### src/led_pattern_sequencer_top_assert.svh
// ----------------------------------------------------------------------------
// LED pattern sequencer assertion macros
// Shared concurrent assertion forms used by the sequencer modules.
// ----------------------------------------------------------------------------
`ifndef LED_PATTERN_SEQUENCER_TOP_ASSERT_SVH
`define LED_PATTERN_SEQUENCER_TOP_ASSERT_SVH

// The condition must hold at every clock edge out of reset.
`define LPS_ASSERT_ALWAYS(label, clk, rstn, cond) \
    label: assert property (@(posedge clk) disable iff (!rstn) (cond)) \
        else $error("led_pattern_sequencer: invariant violated");

// The consequent must hold in the same cycle as the antecedent.
`define LPS_ASSERT_IMPL(label, clk, rstn, ante, cons) \
    label: assert property (@(posedge clk) disable iff (!rstn) (ante) |-> (cons)) \
        else $error("led_pattern_sequencer: implication violated");

// The consequent must hold in the cycle after the antecedent.
`define LPS_ASSERT_NEXT(label, clk, rstn, ante, cons) \
    label: assert property (@(posedge clk) disable iff (!rstn) (ante) |=> (cons)) \
        else $error("led_pattern_sequencer: next-cycle check violated");

`endif

### src/lps_pkg.sv
// ----------------------------------------------------------------------------
// LED pattern sequencer package
// Sizes, item and status types, and the fixed (level, duration) pattern ROM.
// ----------------------------------------------------------------------------
package lps_pkg;

    localparam int CHANNELS    = 2;
    localparam int QUEUE_DEPTH = 4;

    localparam int QIDX_W = (QUEUE_DEPTH > 1) ? $clog2(QUEUE_DEPTH) : 1;
    localparam int CNT_W  = $clog2(QUEUE_DEPTH + 1);
    localparam int SUM_W  = CNT_W + 1;

    localparam int OP_W     = 2;
    localparam int EFFECT_W = 3;
    localparam int LEVEL_W  = 2;
    localparam int HOLD_W   = 8;
    localparam int ARG_W    = 3;

    localparam int IN_TDATA_W  = 8;
    localparam int OUT_TDATA_W = 8;

    localparam logic [HOLD_W-1:0] HOLD_SHORT = 8'd10;
    localparam logic [HOLD_W-1:0] HOLD_LONG  = 8'd50;
    localparam logic [HOLD_W-1:0] HOLD_PAUSE = 8'd210;

    localparam int ROM_PAIRS     = 22;
    localparam int PI_W          = $clog2(ROM_PAIRS);
    localparam int KNOWN_EFFECTS = 6;

    typedef enum logic [OP_W-1:0] {
        OP_POST = 2'd0,
        OP_LOAD = 2'd1,
        OP_TICK = 2'd2
    } op_t;

    typedef enum logic [EFFECT_W-1:0] {
        EFF_DARK   = 3'd0,
        EFF_LIGHT  = 3'd1,
        EFF_BLINK1 = 3'd2,
        EFF_BLINK2 = 3'd3,
        EFF_BLINK3 = 3'd4,
        EFF_BLINK4 = 3'd5
    } effect_t;

    typedef enum logic [1:0] {
        KIND_PAIR  = 2'd0,
        KIND_END   = 2'd1,
        KIND_AGAIN = 2'd2
    } kind_t;

    // For a repeat marker, arg is the jump distance; otherwise it is the level.
    typedef struct packed {
        kind_t              kind;
        logic [ARG_W-1:0]   arg;
        logic [HOLD_W-1:0]  hold;
    } rom_pair_t;

    typedef struct packed {
        op_t                  op;
        logic                 channel;
        logic [EFFECT_W-1:0]  effect;
        logic                 clear_first;
    } item_t;

    typedef struct packed {
        logic                 fire;
        op_t                  op;
        logic                 post_hit;
        logic                 clear_first;
        logic [EFFECT_W-1:0]  effect;
    } chan_ctrl_t;

    typedef struct packed {
        logic level;
        logic busy;
        logic dropped;
    } chan_stat_t;

    localparam rom_pair_t END_PAIR = '{KIND_END, 3'd0, 8'd0};

    localparam rom_pair_t PAT_ROM [ROM_PAIRS] = '{
        // dark
        '{KIND_PAIR, 3'd0, HOLD_SHORT}, '{KIND_END, 3'd0, 8'd0},
        // light
        '{KIND_PAIR, 3'd1, HOLD_SHORT}, '{KIND_END, 3'd0, 8'd0},
        // blink1
        '{KIND_PAIR, 3'd1, HOLD_LONG}, '{KIND_PAIR, 3'd0, HOLD_LONG},
        '{KIND_PAIR, 3'd1, HOLD_LONG}, '{KIND_PAIR, 3'd0, HOLD_LONG},
        '{KIND_END, 3'd0, 8'd0},
        // blink2
        '{KIND_PAIR, 3'd1, HOLD_SHORT}, '{KIND_PAIR, 3'd0, HOLD_SHORT},
        '{KIND_PAIR, 3'd1, HOLD_SHORT}, '{KIND_PAIR, 3'd0, HOLD_SHORT},
        '{KIND_PAIR, 3'd1, HOLD_SHORT}, '{KIND_PAIR, 3'd0, HOLD_PAUSE},
        '{KIND_AGAIN, 3'd6, 8'd0},
        // blink3
        '{KIND_PAIR, 3'd1, HOLD_SHORT}, '{KIND_PAIR, 3'd0, HOLD_SHORT},
        '{KIND_AGAIN, 3'd2, 8'd0},
        // blink4
        '{KIND_PAIR, 3'd1, HOLD_LONG}, '{KIND_PAIR, 3'd0, HOLD_LONG},
        '{KIND_AGAIN, 3'd2, 8'd0}
    };

    localparam logic [PI_W-1:0] EFFECT_START [KNOWN_EFFECTS] = '{
        5'd0, 5'd2, 5'd4, 5'd9, 5'd16, 5'd19
    };

    // Reads past the end of the table see an end marker.
    function automatic rom_pair_t rom_at(input logic [PI_W:0] idx);
        rom_pair_t r;
        r = END_PAIR;
        if (idx < (PI_W + 1)'(ROM_PAIRS)) begin
            r = PAT_ROM[idx[PI_W-1:0]];
        end
        return r;
    endfunction

endpackage

### src/lps_in_reg.sv
// ----------------------------------------------------------------------------
// LED pattern sequencer input register
// Captures one input word and holds it until the processing stage takes it.
// ----------------------------------------------------------------------------
module lps_in_reg (
    input  logic                            aclk,
    input  logic                            aresetn,
    input  logic                            s_tvalid,
    output logic                            s_tready,
    // s_tdata: operation[1:0], channel[2], effect[5:3], clear_first[6]
    input  logic [lps_pkg::IN_TDATA_W-1:0]  s_tdata,
    input  logic                            advance,
    output logic                            item_valid,
    output lps_pkg::item_t                  item
);
    import lps_pkg::*;

    logic  valid_reg, valid_next;
    item_t item_reg;
    logic  take;

    assign s_tready   = !valid_reg || advance;
    assign take       = s_tvalid && s_tready;
    assign item_valid = valid_reg;
    assign item       = item_reg;

    always_comb begin
        valid_next = valid_reg;
        if (take) begin
            valid_next = 1'b1;
        end else if (advance) begin
            valid_next = 1'b0;
        end
    end

    always_ff @(posedge aclk) begin
        if (!aresetn) begin
            valid_reg <= 1'b0;
        end else begin
            valid_reg <= valid_next;
        end
    end

    always_ff @(posedge aclk) begin
        if (take) begin
            item_reg.op          <= op_t'(s_tdata[1:0]);
            item_reg.channel     <= s_tdata[2];
            item_reg.effect      <= s_tdata[5:3];
            item_reg.clear_first <= s_tdata[6];
        end
    end

endmodule

### src/lps_channel.sv
// ----------------------------------------------------------------------------
// LED pattern sequencer channel
// One channel: effect queue, busy mark and pattern player with hold counter.
// ----------------------------------------------------------------------------
`include "led_pattern_sequencer_top_assert.svh"

module lps_channel (
    input  logic                 aclk,
    input  logic                 aresetn,
    input  lps_pkg::chan_ctrl_t  ctrl,
    output lps_pkg::chan_stat_t  stat
);
    import lps_pkg::*;

    logic [EFFECT_W-1:0] store_reg [QUEUE_DEPTH];
    logic [QIDX_W-1:0]   head_reg, head_next;
    logic [CNT_W-1:0]    count_reg, count_next;
    logic [PI_W-1:0]     pidx_reg, pidx_next;
    logic [HOLD_W-1:0]   hold_reg, hold_next;
    logic                busy_reg, busy_next;

    logic                store_we;
    logic [QIDX_W-1:0]   store_slot;
    logic [QIDX_W-1:0]   eff_head;
    logic [CNT_W-1:0]    eff_count;
    logic [SUM_W-1:0]    slot_sum;
    logic                dropped;
    logic [EFFECT_W-1:0] code;

    logic [HOLD_W-1:0]   hold_dec;
    logic [PI_W:0]       step_idx;
    logic [PI_W:0]       jump_idx;
    rom_pair_t           step_pair;
    rom_pair_t           jump_pair;

    // Tick path: count down, then either stop at an end marker or step on,
    // following a repeat marker back by its distance.
    always_comb begin
        hold_dec  = (hold_reg != '0) ? hold_reg - 1'b1 : '0;
        step_idx  = {1'b0, pidx_reg} + 1'b1;
        step_pair = rom_at(step_idx);
        jump_idx  = step_idx;
        if (step_pair.kind == KIND_AGAIN) begin
            if ({{(PI_W + 1 - ARG_W){1'b0}}, step_pair.arg} <= step_idx) begin
                jump_idx = step_idx - {{(PI_W + 1 - ARG_W){1'b0}}, step_pair.arg};
            end else begin
                jump_idx = '0;
            end
        end
        jump_pair = rom_at(jump_idx);
    end

    always_comb begin
        head_next  = head_reg;
        count_next = count_reg;
        pidx_next  = pidx_reg;
        hold_next  = hold_reg;
        busy_next  = busy_reg;
        store_we   = 1'b0;
        dropped    = 1'b0;
        eff_head   = ctrl.clear_first ? '0 : head_reg;
        eff_count  = ctrl.clear_first ? '0 : count_reg;
        slot_sum   = {{(SUM_W - QIDX_W){1'b0}}, eff_head}
                   + {{(SUM_W - CNT_W){1'b0}}, eff_count};
        if (slot_sum >= SUM_W'(QUEUE_DEPTH)) begin
            store_slot = QIDX_W'(slot_sum - SUM_W'(QUEUE_DEPTH));
        end else begin
            store_slot = QIDX_W'(slot_sum);
        end
        code = store_reg[head_reg];

        if (ctrl.fire) begin
            case (ctrl.op)
                OP_POST: begin
                    if (ctrl.post_hit) begin
                        if (ctrl.clear_first) begin
                            head_next = '0;
                            busy_next = 1'b0;
                        end
                        count_next = eff_count;
                        if (eff_count >= CNT_W'(QUEUE_DEPTH)) begin
                            dropped = 1'b1;
                        end else begin
                            store_we   = 1'b1;
                            count_next = eff_count + 1'b1;
                        end
                    end
                end
                OP_LOAD: begin
                    if (count_reg != '0 && !busy_reg) begin
                        head_next  = (head_reg == QIDX_W'(QUEUE_DEPTH - 1))
                                   ? '0 : head_reg + 1'b1;
                        count_next = count_reg - 1'b1;
                        busy_next  = 1'b1;
                        // Unknown codes mark the channel busy but keep the pattern.
                        if (code < EFFECT_W'(KNOWN_EFFECTS)) begin
                            pidx_next = EFFECT_START[code];
                            hold_next = PAT_ROM[EFFECT_START[code]].hold;
                        end
                    end
                end
                OP_TICK: begin
                    hold_next = hold_dec;
                    if (hold_dec == '0) begin
                        if (step_pair.kind == KIND_END) begin
                            busy_next = 1'b0;
                        end else begin
                            pidx_next = PI_W'(jump_idx);
                            hold_next = jump_pair.hold;
                        end
                    end
                end
                default: begin
                end
            endcase
        end
    end

    always_ff @(posedge aclk) begin
        if (!aresetn) begin
            head_reg  <= '0;
            count_reg <= '0;
            pidx_reg  <= EFFECT_START[EFF_DARK];
            hold_reg  <= PAT_ROM[EFFECT_START[EFF_DARK]].hold;
            busy_reg  <= 1'b0;
        end else begin
            head_reg  <= head_next;
            count_reg <= count_next;
            pidx_reg  <= pidx_next;
            hold_reg  <= hold_next;
            busy_reg  <= busy_next;
        end
    end

    always_ff @(posedge aclk) begin
        if (store_we) begin
            store_reg[store_slot] <= ctrl.effect;
        end
    end

    // Status reflects the state as it will be after this word is processed.
    assign stat.level   = rom_at({1'b0, pidx_next}).arg[0];
    assign stat.busy    = busy_next;
    assign stat.dropped = dropped;

    `LPS_ASSERT_ALWAYS(a_count_bound, aclk, aresetn, count_reg <= CNT_W'(QUEUE_DEPTH))
    `LPS_ASSERT_NEXT(a_load_sets_busy, aclk, aresetn, ctrl.fire && ctrl.op == OP_LOAD && count_reg != '0, busy_reg)
    `LPS_ASSERT_IMPL(a_drop_when_full, aclk, aresetn, dropped, ctrl.post_hit && !ctrl.clear_first && count_reg == CNT_W'(QUEUE_DEPTH))

endmodule

### src/led_pattern_sequencer_top.sv
// ----------------------------------------------------------------------------
// LED pattern sequencer top level
// Input register, per-channel sequencers and the result register.
// ----------------------------------------------------------------------------
// A word accepted into the input register moves into the result register when it advances.
// Throughput: one word per cycle; all channels update in parallel from the
// input register into the result register, which stalls only on m_tready.
// Reset (aresetn low, synchronous): queues empty, busy marks clear, every
// channel parked on the dark pattern with its hold count at ten.
`include "led_pattern_sequencer_top_assert.svh"

module led_pattern_sequencer_top (
    input  logic                             aclk,
    input  logic                             aresetn,
    input  logic                             s_tvalid,
    output logic                             s_tready,
    // s_tdata: operation[1:0], channel[2], effect[5:3], clear_first[6]
    input  logic [lps_pkg::IN_TDATA_W-1:0]   s_tdata,
    output logic                             m_tvalid,
    input  logic                             m_tready,
    // m_tdata: levels[1:0], busy_res[3:2], dropped[4]
    output logic [lps_pkg::OUT_TDATA_W-1:0]  m_tdata
);
    import lps_pkg::*;

    logic        item_valid;
    item_t       item;
    logic        advance;
    chan_ctrl_t  ctrl [CHANNELS];
    chan_stat_t  stat [CHANNELS];

    logic [CHANNELS-1:0] level_vec;
    logic [CHANNELS-1:0] busy_vec;
    logic [CHANNELS-1:0] drop_vec;
    logic [CHANNELS+LEVEL_W-1:0] level_wide;
    logic [CHANNELS+LEVEL_W-1:0] busy_wide;

    logic                   m_tvalid_reg, m_tvalid_next;
    logic [OUT_TDATA_W-1:0] m_tdata_reg;
    logic [OUT_TDATA_W-1:0] result;

    assign advance = item_valid && (!m_tvalid_reg || m_tready);

    lps_in_reg u_in_reg (
        .aclk       (aclk),
        .aresetn    (aresetn),
        .s_tvalid   (s_tvalid),
        .s_tready   (s_tready),
        .s_tdata    (s_tdata),
        .advance    (advance),
        .item_valid (item_valid),
        .item       (item)
    );

    for (genvar c = 0; c < CHANNELS; c++) begin : g_chan
        assign ctrl[c].fire        = advance;
        assign ctrl[c].op          = item.op;
        assign ctrl[c].post_hit    = ({31'b0, item.channel} == 32'(c));
        assign ctrl[c].clear_first = item.clear_first;
        assign ctrl[c].effect      = item.effect;

        lps_channel u_channel (
            .aclk    (aclk),
            .aresetn (aresetn),
            .ctrl    (ctrl[c]),
            .stat    (stat[c])
        );

        assign level_vec[c] = stat[c].level;
        assign busy_vec[c]  = stat[c].busy;
        assign drop_vec[c]  = stat[c].dropped;
    end

    // Channels beyond the field width are not reported; missing ones read zero.
    assign level_wide = {{LEVEL_W{1'b0}}, level_vec};
    assign busy_wide  = {{LEVEL_W{1'b0}}, busy_vec};
    assign result     = {3'b000, |drop_vec, busy_wide[LEVEL_W-1:0],
                         level_wide[LEVEL_W-1:0]};

    always_comb begin
        m_tvalid_next = m_tvalid_reg;
        if (advance) begin
            m_tvalid_next = 1'b1;
        end else if (m_tready) begin
            m_tvalid_next = 1'b0;
        end
    end

    always_ff @(posedge aclk) begin
        if (!aresetn) begin
            m_tvalid_reg <= 1'b0;
        end else begin
            m_tvalid_reg <= m_tvalid_next;
        end
    end

    always_ff @(posedge aclk) begin
        if (advance) begin
            m_tdata_reg <= result;
        end
    end

    assign m_tvalid = m_tvalid_reg;
    assign m_tdata  = m_tdata_reg;

    `LPS_ASSERT_IMPL(a_drop_only_post, aclk, aresetn, advance && (|drop_vec), item.op == OP_POST)
    `LPS_ASSERT_NEXT(a_result_follows, aclk, aresetn, advance, m_tvalid_reg)
    `LPS_ASSERT_IMPL(a_ready_when_empty, aclk, aresetn, !item_valid, s_tready)

endmodule
### config.mk
export PLATFORM = sky130hd
export DESIGN_NAME = led_pattern_sequencer_top
export DESIGN_NICKNAME = d
export VERILOG_FILES = /design/src/lps_pkg.sv /design/src/lps_in_reg.sv /design/src/lps_channel.sv /design/src/led_pattern_sequencer_top.sv
export VERILOG_INCLUDE_DIRS = /design/src /design/src/src
export SDC_FILE = /design/constraint.sdc
export NUM_CORES = 1
export LEC_CHECK = 0
export ABC_AREA = 1
export BUFFER_PORTS_ARGS = -buffer_cell sky130_fd_sc_hd__buf_2
export CAP_MARGIN = 10
export CORE_UTILIZATION = 55
export DETAILED_ROUTE_END_ITERATION = 16
export GPL_TIMING_DRIVEN = 0
export PLACE_DENSITY = 0.71
export SYNTH_ARGS = -nofsm -noshare
export SYNTH_HDL_FRONTEND = slang
export SYNTH_SLANG_ARGS = --single-unit
export TNS_END_PERCENT = 5
### constraint.sdc
create_clock -name aclk -period 11.03 [get_ports aclk]
set_input_delay 2.206 -clock aclk [delete_from_list [all_inputs] [get_ports aclk]]
set_output_delay 2.206 -clock aclk [all_outputs]
set_load 0.005 [all_outputs]
==> impl_metrics.yaml <==
global_route:
  grt_max_degree: 17
  track_usage_pct: 26.1
  grt_pass1_wl_um: 24300
  grt_overflow: 0
  first_global_vias: 5313
  antenna_found_initial: 0
placement:
  dp_hpwl_um: 11200
  portBuffers: 17
  place_area_mm2: 0.00645
  gp_congestion: 0.881
min_path:
  worstHoldStart: "g_chan[0].u_channel.hold_reg[0]$_SDFFE_PN0P_"
  min_to: "g_chan[0].u_channel.hold_reg[0]$_SDFFE_PN0P_"
  hold_class: "register to register"
  hold_depth: 2
route:
  drcViolationCount: 0
  post_drt_wl_per_cell_um: 13.5
  drt_pre_antenna_iters: 7
  vias_per_cell: 5.44
  dr.first_iter.drc_count: 410
  ant_nets: 0
  num_vias: 5822
  drt_wl_total_um: 14400
job:
  drv_cap: 0
cells_and_area:
  n_antenna_cell: 0
  layout.nets: 976
  fin_area_mm2: 0.00669
  largest_register_ff_count: 24
  seq_area_mm2: 0.00196
  multi_input_area_mm2: 0.00369
  area_growth_pct: 8.18
  fin_util_pct: 61.4
  fill_cells: 1014
  layout.cells.most_common: "nand2_1"
  drive_gt1_share_pct: 13.2
  layout_common_cells: "249 x nand2_1, 98 x inv_1, 78 x nor2_1"
worst_setup_path:
  r2r-end: "m_tdata[1]$_SDFFCE_PP0P_"
  critPathLaunch: "m_tready"
  crit_family: "buffers and inverters"
  worstSetupPathType: "primary input to output port"
  path_common_cell: "buf_2"
  path_buf_inv: 3
  crit_path_end_kind: "output port"
  cp-start-kind: "primary input"
  timing.rr.start: "g_chan[1].u_channel.pidx_reg[0]$_SDFF_PN0_"
  worst-r2r-cell-count: 25
  cpMaxStageDelayCell: "buf_2"
  cp_max_fo: 3
  max_stage_delay_ns: 0.14
  r2r_setup_slack_ns: 6.57
  cp.arrival_ns: 2.60
  critical_path_required_ns: 8.82
  crit_chain: "buf_2, inv_1, nand3_1, buf_2"
logic_synthesis:
  async_flop_share_pct: 0
  ys_warn_count: 0
  synth_cells: 895
  syn_area_mm2: 0.00618
  ys_ff_latch: 80
  synth_edf_count: 36
  ys_seq_area_share_pct: 31.7
  avgSynthCellArea_um2: 6.90
  synthFlopType: "dfxtp_1"
  yosys.cell_types.count: 55
timing:
  setup_tns_ns: 0
  rsz0062_at_grt: "false"
  finClkSkew_ns: 0.0124
  fmaxAchievable_mhz: 208
  final.period_utilization_pct: 43.5
  slew_viol_final: 0
  finalSetupViolCount: 0
  fin_crit_ns: 4.80
  worst_slew_pin_slew_ns: 0.763
  max_slew_margin_pct: 49.1
  hold_viol: 0
clock_tree:
  root_buffer: "clkbuf_8"
  cts_buffers: 9
  clock_path_buffers: 2
  cts_tree: "built"
  ctsResizeCount: 0
  h-tree-depth: 3
  cts.sinks: 80
  clk_latency_ns: 0.37
  path_clk_slew_ns: 0.09
  cts_setup_buffers: 0
  postCtsHoldBufs: 0
floorplan:
  coreArea_mm2: 0.0109
  pin_count: 22
  die_area_mm2: 0.0117
  num_rows: 38
  die_h_um: 108
  die_x_um: 108
  start_util_pct: 56.8
power_and_ir_drop:
  p_leak_nw: 3.07
  p_total_mw: 0.754
  p_per_area_mw_per_mm2: 113
  ir_drop_mv: 0.0955
status:
  status: "complete, no violations"
## worst min-delay path, cell delays in order (launching register included)
cell and delay, ns:
dfxtp_1 0.32, nand2_1 0.06, a21oi_1 0.06
## cell type report
type,count,area share [%]
Buffer,18,1.48
Clock buffer,9,1.85
Clock inverter,7,1.70
Tap cell,140,2.62
Inverter,115,6.53
Sequential cell,80,29.3
Multi-Input combinational cell,684,55.2
Timing Repair Buffer,17,1.27
## power by group
| part | internal, mW | total (mW) | switching (mW) |
|---|---|---|---|
| clock | 0.132 | 0.255 | 0.122 |
| sequential | 0.320 | 0.332 | 0.0113 |
| combinational | 0.0556 | 0.167 | 0.112 |
## how the worst max path moves through the flow
stage,endpoint,cells after the start
floorplan,s_tready,2
global placement,s_tready,4
detailed placement,s_tready,4
CTS,s_tready,4
global route,s_tready,4
finish,s_tready,4
## through the flow
stage	hold WS [ns]	worst slack (ns)	instances
finish	0.471	6.23	1070
global placement	0.453	6.24	1054
detailed placement	0.460	6.23	1054
floorplan	0.445	6.47	897
global route	0.487	6.18	1070
CTS	0.473	6.23	1070
## synth_stat cells (all sizes together), types with 7 or more instances
master,count,share of area (%)
inv,114,7.0
edfxtp,36,17
nor2,89,6.4
nand3,84,7.4
a21oi,61,5.4
nand4,9,1.3
buf,8,0.97
xor2,7,1.1
nor3,13,1.1
clkbuf,10,0.63
o21ai,61,5.4
nand2,278,18
ha,37,7.5
dfxtp,44,14
## cell families after synthesis
family / share of synthesized area [%]
simple gates: 35.8
xor+xnor: 1.54
other cells: 0.0607
flops: 31.7
compound gates: 14.1
buf+inv: 8.67
fa+ha+maj: 8.14
## layer usage
layer	global-route usage [%]	routed length (µm)
met1	35.9	6780
met2	42.4	6640
met3	3.50	780
met4	8.32	207
met5	0	0
(Power assumes the default switching activity.)
